===== src/design/rational_arith_reduce_defines.svh =====
// Assertion macros shared by the rational reduction block.
// Included by modules that carry concurrent assertions; no other dependencies.
`ifndef RATIONAL_ARITH_REDUCE_DEFINES_SVH
`define RATIONAL_ARITH_REDUCE_DEFINES_SVH

// Property that must hold on every clock edge outside reset.
`define RAR_ASSERT(label, prop, msg) \
  label: assert property (@(posedge clk) disable iff (!rst_n) (prop)) else $error(msg);

// Implication whose consequent is checked in the cycle after the antecedent, outside reset.
`define RAR_ASSERT_NEXT(label, ante, cons, msg) \
  label: assert property (@(posedge clk) disable iff (!rst_n) (ante) |=> (cons)) \
    else $error(msg);

`endif


===== src/design/rar_pkg.sv =====
// Package for the rational arithmetic reduction block: payload types, codes,
// controller states and the command and status structs. No dependencies.
`default_nettype none
package rar_pkg;
  localparam int OPERAND_WIDTH = 16;
  localparam int IN_W = 16;
  localparam int RES_W = 32;
  localparam int CNT_W = 6;

  typedef enum logic [1:0] {
    OP_ADD = 2'd0,
    OP_SUB = 2'd1,
    OP_MUL = 2'd2,
    OP_DIV = 2'd3
  } op_t;

  typedef struct packed {
    logic [1:0]             action;
    logic signed [IN_W-1:0] a_num;
    logic signed [IN_W-1:0] a_den;
    logic signed [IN_W-1:0] b_num;
    logic signed [IN_W-1:0] b_den;
  } in_item_t;

  typedef struct packed {
    logic signed [RES_W-1:0] raw_num;
    logic signed [RES_W-1:0] raw_den;
    logic signed [RES_W-1:0] red_num;
    logic signed [RES_W-1:0] red_den;
    logic                    zero_gcd;
  } out_item_t;

  typedef enum logic [3:0] {
    ST_IDLE,
    ST_PROD,
    ST_SUM,
    ST_EUC_CHK,
    ST_EUC_DIV,
    ST_QN_DIV,
    ST_QD_DIV,
    ST_FIX,
    ST_OUT
  } state_t;

  // Commands from controller to datapath.
  typedef struct packed {
    logic load;       // capture input operands
    logic prod;       // form the products
    logic sum;        // combine into raw pair
    logic div_start;  // start one serial division
    logic [1:0] div_sel;  // operand selection for the division
    logic euc_step;   // take remainder into the Euclid pair
    logic qn_take;    // capture numerator quotient
    logic qd_take;    // capture denominator quotient
    logic fix;        // sign fix and result assembly
  } cmd_t;

  typedef struct packed {
    logic div_done;
    logic d_zero;
  } sts_t;

  localparam logic [1:0] DSEL_EUC = 2'd0;
  localparam logic [1:0] DSEL_QN  = 2'd1;
  localparam logic [1:0] DSEL_QD  = 2'd2;

  function automatic logic signed [RES_W-1:0] sext_op(input logic [IN_W-1:0] v);
    logic [OPERAND_WIDTH-1:0] t;
    t = v[OPERAND_WIDTH-1:0];
    return RES_W'(signed'(t));
  endfunction
endpackage
`default_nettype wire


===== src/design/rar_divider.sv =====
// Radix-2 restoring serial divider for truncating signed 32-bit division.
// Gives quotient and remainder one bit a cycle; uses rar_pkg.
`default_nettype none
module rar_divider (
  input  wire logic                    clk,
  input  wire logic                    rst_n,
  input  wire logic                    start,
  input  wire logic [rar_pkg::RES_W-1:0] dividend,
  input  wire logic [rar_pkg::RES_W-1:0] divisor,
  output logic                         done,
  output logic [rar_pkg::RES_W-1:0]    quot,
  output logic [rar_pkg::RES_W-1:0]    rem
);
  import rar_pkg::*;
  `include "rational_arith_reduce_defines.svh"

  logic             busy_r, busy_nxt;
  logic [CNT_W-1:0] cnt_r, cnt_nxt;
  logic [RES_W-1:0] q_r, q_nxt, d_r, d_nxt;
  logic [RES_W:0]   p_r, p_nxt;
  logic             qneg_r, qneg_nxt, rneg_r, rneg_nxt;
  logic             done_r, done_nxt;
  logic [RES_W:0]   shifted, diff;

  always_comb begin
    busy_nxt = busy_r;
    cnt_nxt  = cnt_r;
    q_nxt    = q_r;
    d_nxt    = d_r;
    p_nxt    = p_r;
    qneg_nxt = qneg_r;
    rneg_nxt = rneg_r;
    done_nxt = 1'b0;
    shifted  = {p_r[RES_W-1:0], q_r[RES_W-1]};
    diff     = shifted - {1'b0, d_r};
    if (start) begin
      busy_nxt = 1'b1;
      cnt_nxt  = '0;
      q_nxt    = dividend[RES_W-1] ? RES_W'(0) - dividend : dividend;
      d_nxt    = divisor[RES_W-1] ? RES_W'(0) - divisor : divisor;
      p_nxt    = '0;
      qneg_nxt = dividend[RES_W-1] ^ divisor[RES_W-1];
      rneg_nxt = dividend[RES_W-1];
    end else if (busy_r) begin
      if (!diff[RES_W]) begin
        p_nxt = diff;
        q_nxt = {q_r[RES_W-2:0], 1'b1};
      end else begin
        p_nxt = shifted;
        q_nxt = {q_r[RES_W-2:0], 1'b0};
      end
      cnt_nxt = cnt_r + CNT_W'(1);
      if (cnt_r == CNT_W'(RES_W-1)) begin
        busy_nxt = 1'b0;
        done_nxt = 1'b1;
      end
    end
  end

  always_ff @(posedge clk) begin
    if (!rst_n) begin
      busy_r <= 1'b0;
      cnt_r  <= '0;
      done_r <= 1'b0;
    end else begin
      busy_r <= busy_nxt;
      cnt_r  <= cnt_nxt;
      done_r <= done_nxt;
    end
    q_r    <= q_nxt;
    d_r    <= d_nxt;
    p_r    <= p_nxt;
    qneg_r <= qneg_nxt;
    rneg_r <= rneg_nxt;
  end

  assign done = done_r;
  assign quot = qneg_r ? RES_W'(0) - q_r : q_r;
  assign rem  = rneg_r ? RES_W'(0) - p_r[RES_W-1:0] : p_r[RES_W-1:0];

  `RAR_ASSERT(a_done_not_busy, !(done_r && busy_r), "divider done while busy")
  `RAR_ASSERT_NEXT(a_start_busy, start, busy_r, "divider did not start")
  `RAR_ASSERT(a_cnt_range, cnt_r <= CNT_W'(RES_W), "divider count out of range")
endmodule
`default_nettype wire


===== src/design/rar_datapath.sv =====
// Datapath: operand registers, products, raw pair, Euclid pair and results.
// Uses rar_pkg and instantiates rar_divider.
`default_nettype none
module rar_datapath (
  input  wire logic               clk,
  input  wire logic               rst_n,
  input  wire rar_pkg::in_item_t  in_item,
  input  wire rar_pkg::cmd_t      cmd,
  output rar_pkg::sts_t           sts,
  output rar_pkg::out_item_t      res
);
  import rar_pkg::*;

  logic [1:0]              op_r;
  logic signed [RES_W-1:0] an_r, ad_r, bn_r, bd_r;
  logic signed [RES_W-1:0] p0_r, p1_r, p2_r;
  logic [RES_W-1:0]        rn_r, rd_r, n_r, d_r, qn_r, qd_r;
  out_item_t               res_r;
  logic [RES_W-1:0]        dv_n, dv_d, quot, rem;
  logic                    div_done;
  logic signed [RES_W-1:0] m0, m1;

  // Second operands of the first and third products depend on the operation.
  always_comb begin
    m0 = bd_r;
    m1 = bd_r;
    case (op_t'(op_r))
      OP_MUL:  m0 = bn_r;
      OP_DIV:  m1 = bn_r;
      default: ;
    endcase
  end

  always_comb begin
    case (cmd.div_sel)
      DSEL_QN: begin dv_n = rn_r; dv_d = n_r; end
      DSEL_QD: begin dv_n = rd_r; dv_d = n_r; end
      default: begin dv_n = n_r;  dv_d = d_r; end
    endcase
  end

  rar_divider u_div (
    .clk(clk), .rst_n(rst_n), .start(cmd.div_start),
    .dividend(dv_n), .divisor(dv_d), .done(div_done), .quot(quot), .rem(rem)
  );

  always_ff @(posedge clk) begin
    if (cmd.load) begin
      op_r <= in_item.action;
      an_r <= sext_op(in_item.a_num);
      ad_r <= sext_op(in_item.a_den);
      bn_r <= sext_op(in_item.b_num);
      bd_r <= sext_op(in_item.b_den);
    end
    if (cmd.prod) begin
      p0_r <= RES_W'(an_r * m0);
      p1_r <= RES_W'(ad_r * bn_r);
      p2_r <= RES_W'(ad_r * m1);
    end
    if (cmd.sum) begin
      case (op_t'(op_r))
        OP_ADD:  rn_r <= p0_r + p1_r;
        OP_SUB:  rn_r <= p0_r - p1_r;
        default: rn_r <= p0_r;
      endcase
      rd_r <= p2_r;
      n_r  <= (op_t'(op_r) == OP_ADD) ? p0_r + p1_r :
              (op_t'(op_r) == OP_SUB) ? p0_r - p1_r : p0_r;
      d_r  <= p2_r;
    end
    if (cmd.euc_step) begin
      n_r <= d_r;
      d_r <= rem;
    end
    if (cmd.qn_take) qn_r <= quot;
    if (cmd.qd_take) qd_r <= quot;
    if (cmd.fix) begin
      res_r.raw_num  <= rn_r;
      res_r.raw_den  <= rd_r;
      res_r.zero_gcd <= (n_r == '0);
      if (n_r == '0) begin
        res_r.red_num <= '0;
        res_r.red_den <= '0;
      end else if (qd_r[RES_W-1]) begin
        res_r.red_num <= RES_W'(0) - qn_r;
        res_r.red_den <= RES_W'(0) - qd_r;
      end else begin
        res_r.red_num <= qn_r;
        res_r.red_den <= qd_r;
      end
    end
  end

  assign sts.div_done = div_done;
  assign sts.d_zero   = (d_r == '0);
  assign res          = res_r;
endmodule
`default_nettype wire


===== src/design/rar_ctrl.sv =====
// Controller state machine: sequences products, Euclid steps and quotients.
// Uses rar_pkg.
`default_nettype none
module rar_ctrl (
  input  wire logic          clk,
  input  wire logic          rst_n,
  input  wire logic          in_valid,
  output logic               in_ready,
  output logic               out_valid,
  input  wire logic          out_ready,
  input  wire rar_pkg::sts_t sts,
  output rar_pkg::cmd_t      cmd
);
  import rar_pkg::*;
  `include "rational_arith_reduce_defines.svh"

  state_t state_r, state_nxt;

  always_ff @(posedge clk) begin
    if (!rst_n) state_r <= ST_IDLE;
    else        state_r <= state_nxt;
  end

  always_comb begin
    state_nxt = state_r;
    cmd       = '0;
    in_ready  = 1'b0;
    out_valid = 1'b0;
    case (state_r)
      ST_IDLE: begin
        in_ready = 1'b1;
        if (in_valid) begin
          cmd.load  = 1'b1;
          state_nxt = ST_PROD;
        end
      end
      ST_PROD: begin
        cmd.prod  = 1'b1;
        state_nxt = ST_SUM;
      end
      ST_SUM: begin
        cmd.sum   = 1'b1;
        state_nxt = ST_EUC_CHK;
      end
      ST_EUC_CHK: begin
        if (sts.d_zero) begin
          // The gcd is in n_r. The quotients are taken even when it is zero
          // and are dropped at the sign fix.
          cmd.div_start = 1'b1;
          cmd.div_sel   = DSEL_QN;
          state_nxt     = ST_QN_DIV;
        end else begin
          cmd.div_start = 1'b1;
          cmd.div_sel   = DSEL_EUC;
          state_nxt     = ST_EUC_DIV;
        end
      end
      ST_EUC_DIV: begin
        cmd.div_sel = DSEL_EUC;
        if (sts.div_done) begin
          cmd.euc_step = 1'b1;
          state_nxt    = ST_EUC_CHK;
        end
      end
      ST_QN_DIV: begin
        cmd.div_sel = DSEL_QN;
        if (sts.div_done) begin
          cmd.qn_take   = 1'b1;
          cmd.div_start = 1'b1;
          cmd.div_sel   = DSEL_QD;
          state_nxt     = ST_QD_DIV;
        end
      end
      ST_QD_DIV: begin
        cmd.div_sel = DSEL_QD;
        if (sts.div_done) begin
          cmd.qd_take = 1'b1;
          state_nxt   = ST_FIX;
        end
      end
      ST_FIX: begin
        cmd.fix   = 1'b1;
        state_nxt = ST_OUT;
      end
      ST_OUT: begin
        out_valid = 1'b1;
        if (out_ready) state_nxt = ST_IDLE;
      end
      default: state_nxt = ST_IDLE;
    endcase
  end

  `RAR_ASSERT(a_ready_idle, !(in_ready && out_valid), "input ready while result pending")
  `RAR_ASSERT_NEXT(a_load_prod, cmd.load, state_r == ST_PROD, "load not followed by products")
  `RAR_ASSERT_NEXT(a_out_hold, out_valid && !out_ready, out_valid, "result dropped")
endmodule
`default_nettype wire


===== src/design/rational_arith_reduce.sv =====
// Top level of the rational arithmetic block with reduction by the gcd.
// Uses rar_pkg; instantiates rar_ctrl and rar_datapath.
//
//   channel  ports                          payload
//   input    in_valid / in_ready            rar_pkg::in_item_t in_data
//   result   out_valid / out_ready          rar_pkg::out_item_t out_data
//
// One item at a time: the item is accepted, the products and raw pair are formed,
// then Euclid steps run on the shared serial divider (up to about 46 steps),
// each after a check state, then come the two quotient divisions, the sign fix
// and the output state.
// Reset is synchronous, active low.
// A stalled result holds in the output register until its transfer.
`default_nettype none
module rational_arith_reduce (
  input  wire logic               clk,
  input  wire logic               rst_n,
  input  wire logic               in_valid,
  output logic                    in_ready,
  input  wire rar_pkg::in_item_t  in_data,
  output logic                    out_valid,
  input  wire logic               out_ready,
  output rar_pkg::out_item_t      out_data
);
  import rar_pkg::*;

  cmd_t cmd;
  sts_t sts;

  rar_ctrl u_ctrl (
    .clk(clk), .rst_n(rst_n), .in_valid(in_valid), .in_ready(in_ready),
    .out_valid(out_valid), .out_ready(out_ready), .sts(sts), .cmd(cmd)
  );

  rar_datapath u_dp (
    .clk(clk), .rst_n(rst_n), .in_item(in_data), .cmd(cmd), .sts(sts),
    .res(out_data)
  );
endmodule
`default_nettype wire


===== config.mk =====
export PLATFORM = sky130hd
export DESIGN_NAME = rational_arith_reduce
export DESIGN_NICKNAME = d
export VERILOG_FILES = /design/src/design/rar_pkg.sv /design/src/design/rar_divider.sv /design/src/design/rar_datapath.sv /design/src/design/rar_ctrl.sv /design/src/design/rational_arith_reduce.sv
export VERILOG_INCLUDE_DIRS = /design/src /design/src/design
export SDC_FILE = /design/constraint.sdc
export NUM_CORES = 2
export LEC_CHECK = 0
export BUFFER_PORTS_ARGS = -buffer_cell sky130_fd_sc_hd__buf_2
export CELL_PAD_IN_SITES_DETAIL_PLACEMENT = 2
export CELL_PAD_IN_SITES_GLOBAL_PLACEMENT = 2
export CORE_MARGIN = 2
export CORE_UTILIZATION = 24
export DETAILED_ROUTE_END_ITERATION = 6
export GPL_TIMING_DRIVEN = 0
export PLACE_DENSITY_LB_ADDON = 0.15
export REMOVE_ABC_BUFFERS = 1
export SYNTH_ARGS = -nofsm -noshare
export SYNTH_HDL_FRONTEND = slang
export SYNTH_SLANG_ARGS = --single-unit

===== constraint.sdc =====
create_clock -name clk -period 10.33 [get_ports clk]
set_input_delay 1.5495 -clock clk [delete_from_list [all_inputs] [get_ports clk]]
set_output_delay 1.5495 -clock clk [all_outputs]
set_load 0.005 [all_outputs]

==> run metrics <==
status=finished with violations; failing checks=max-capacitance violations; flop2flop setup slack=0.73 ns; first-pass GRT wire length=322000 um; Synth area leader=edfxtp_1; synth unique cells=between 70 and 80; max-slew violation count=0; EDFF count, synth=~550; Critical-path top delay cell=clkinv_1; Clock Latency Late Sink=around 0.73 ns; RSZ-0062 raised after global routing=false; TritonCTS clock tree=built; final antenna-violating net count=0; clk root buf=clkbuf_16; die span in y=~500 um; placed insts=9267; Layout Skew=about 0.059 ns; drt pass-1 iters=5; IO Port Bufs=200; fin cells=9425; Final Setup Violations=0; Startpoint Class=flop; cell count after synthesis=5913; worst path required time=between 10 and 15 ns; Seq/Total Area, Yosys=between 20% and 30%; WP data arrival=10.01 ns; max cap viols=1; Syn Std Cell Area=approximately 59000 um^2; Wirelength per Cell=between 20 and 25 um; grt total ovfl=0; Vias=~42000; DP Area=65400 um^2; Num Clock Sinks=593; vias in the first global route=approximately 49000; fin area=about 68000 um^2; Post-DP HPWL=approximately 170000 um; setup ws final=between 0.7 and 0.8 ns; GPL Wtd Cong=between 0.7 and 0.8; crit path cell chain=buf_16 -> clkinv_1 -> nand2_4 -> mux2_2 -> and2_1 -> fa_1 -> inv_1 -> fa_1 -> fa_1 -> fa_1 -> inv_1 -> fa_1 -> fa_1 -> ha_1 -> nand2_1 -> or3_1 -> o21ai_0 -> a41oi_1 -> or3_1 -> nand3b_1 -> a21boi_0 -> nor3_1 -> o21bai_1 -> xor2_1; Post-Route WL=between 200000 and 250000 um; CP Capture Type=flop; syn avg cell area=between 10 and 15 um^2; Slowest Stage Delay on Critical Path=0.85 ns; Area Growth Syn to Fin=14.8%; CP most frequent cell=fa_1; DRT iter0 DRCs=between 1500 and 2000; ys async rst share=0%; pin count of the biggest net entering global routing=a little over 70; setup bufs post-CTS=0; Die X=502 um; Max transition margin=less than 1%; clk slew on worst S/H paths=0.05 ns; Post-CTS Hold Buffers=0; Yosys top cell area share=27.7%; Yosys Warn Count=0; Slew @ Worst Pin=approximately 1.5 ns; GRT Resource Usage Total=~17%; flops & latches, synth=593; DR DRC count=0; fillers=about 27000; min cycle time layout=9.60 ns; row cnt=approximately 180; Die Area=about 250000 um^2; CP Max Fanout=27; fin crit share=between 90% and 100%; CTS max path bufs=3; dpl ws=around 0.04 ns; HP Class=flop to flop; Synth area leaders=edfxtp_1 28%, fa_1 27%, ha_1 7.3%, inv_1 6.3%, nand2_1 4.4%; final hold violation count=0; critical path type=flop to flop; WHS=approximately 0.46 ns; initial core utilization=between 20% and 30%; Main synth FF type=edfxtp_1; core area=~250000 um^2; CTS Buf Count=83; htree depth=3; layout cells sized above 1=8.22%; Final nets=~7200; # IOs=roughly 200; vias per inst=roughly 4.5; initial antenna violation count=12; fmax=0.104 GHz
## registers in the layout (all words and copies together) (netlist names), 32 cells and up
| register | flops |
|---|---|
| u_dp.d_r | 32 |
| u_dp.n_r | 32 |
| u_dp.p0_r | 32 |
| u_dp.p1_r | 32 |
| u_dp.p2_r | 32 |
| u_dp.qd_r | 32 |
| u_dp.qn_r | 32 |
| u_dp.rd_r | 32 |
| u_dp.res | 129 |
| u_dp.rn_r | 32 |
| u_dp.u_div.d_r | 32 |
| u_dp.u_div.p_r | 32 |
| u_dp.u_div.q_r | 32 |
## layout by cell type (no fill, tap or decap), types with 11 or more instances in the layout
master,Yosys,routed
a21o_1,66,66
a21oi_1,191,191
a221o_1,24,24
a22oi_1,13,13
a31oi_1,46,46
and2_1,326,325
and3_1,14,14
buf_16,0,40
buf_2,7,200
buf_6,1,19
buf_8,0,12
bufinv_16,0,11
clkbuf_16,0,84
clkinv_1,1,29
dfxtp_1,44,43
edfxtp_1,549,549
fa_1,789,789
ha_1,349,347
inv_1,1005,1004
mux2_2,53,53
mux2i_1,47,44
nand2_1,695,694
nand2b_1,59,58
nand3_1,39,39
nand4_1,21,21
nor2_1,288,285
nor2b_1,51,50
nor3_1,51,48
nor4_1,32,31
o211ai_1,11,11
o21a_1,25,25
o21ai_0,257,256
o21bai_1,27,27
o31ai_1,49,49
o41ai_1,23,23
or2_2,16,16
or3_1,35,34
or4_1,17,17
xnor2_1,193,192
xor2_1,152,151
## synthesized netlist by cell type, types with 6 or more instances
master	count
a22oi_1	13
buf_1	12
xnor2_1	193
nor4_1	32
inv_1	1005
edfxtp_1	549
o21bai_1	27
and2_1	326
nor2_1	288
a21boi_0	6
o21ai_0	257
a21oi_1	191
a21o_1	66
dfxtp_1	44
nand2_1	695
ha_1	349
nand2b_1	59
a31oi_1	46
fa_1	789
clkbuf_1	214
nand4_1	21
a31o_2	7
or4_1	17
a2111oi_0	9
a221o_1	24
nand3b_1	10
nand3_1	39
o41ai_1	23
o31ai_1	49
or2_2	16
and4_1	6
xor2_1	152
mux2i_1	47
nor2b_1	51
a41oi_1	7
a211oi_1	10
nor3_1	51
buf_2	7
o211ai_1	11
mux2_2	53
and3_1	14
or3_1	35
o21a_1	25
## final timing paths
check | from | cells after the start | to
max | u_dp.op_r[0] | 24 | u_dp.p0_r[30]
min | u_dp.p2_r[0] | 0 | u_dp.rd_r[0]
max reg2reg | u_dp.op_r[0] | 24 | u_dp.p0_r[30]
min reg2reg | u_dp.p2_r[0] | 0 | u_dp.rd_r[0]
## critical path: cells and delay by family, from the launching register on
family | cells | cell delay, ns
xor gates and xnor gates | 1 | 0.09
buffers and inverters | 4 | 1.17
AOI/OAI and AO/OA | 4 | 1.01
adders and majority gates | 7 | 3.35
muxes | 1 | 0.63
and+or+nand+nor | 7 | 2.26
DFF | 1 | 0.70
## metal layers
metal / up-vias / GRT usage (%) / share of wire [%]
met3: 148 / 1.68 / 2.6
met5: - / 0 / 0
li1: 19400 / - / -
met2: 480 / 30.2 / 50
met1: 22200 / 22.4 / 46
met4: 0 / 3.31 / 2.0
## metrics by stage
step | utilization (%) | setup TNS (ns)
after floorplan | - | 0
after global placement | 25.9 | -521.76
after detailed placement | 26.6 | 0
after CTS | 27.7 | 0
after global routing | 27.7 | 0
final | 27.7 | 0
## kinds of logic after synthesis
kind of cell,synth area share [%]
and+or+nand+nor,13.4
adders and majority gates,33.9
muxes,1.79
AOI/OAI and AO/OA,8.70
DFF,29.2
xor gates and xnor gates,5.08
buffers and inverters,7.90
## layout make-up
class | instances | area, um^2 | share of cell area (%)
diodes | 6 | 15.0 | 0.0220
clock buffers | 93 | 2140 | 3.13
clock inverters | 58 | 649 | 0.951
inverters | 1006 | 3780 | 5.53
multi-input cells | 4078 | 37500 | 55.0
flip-flops and latches | 593 | 17400 | 25.4
well taps | 3312 | 4140 | 6.07
repair buffers | 279 | 2620 | 3.84
## timing repair
item | CTS | global route
endpoints found under the setup margin | 0 | 4
resized for setup | 0 | 2
endpoints found under the hold margin | 0 | 0
Power is left out: the tool's default activity adds up to more than one toggle a clock period on the data nets, which glitch-free logic cannot reach.
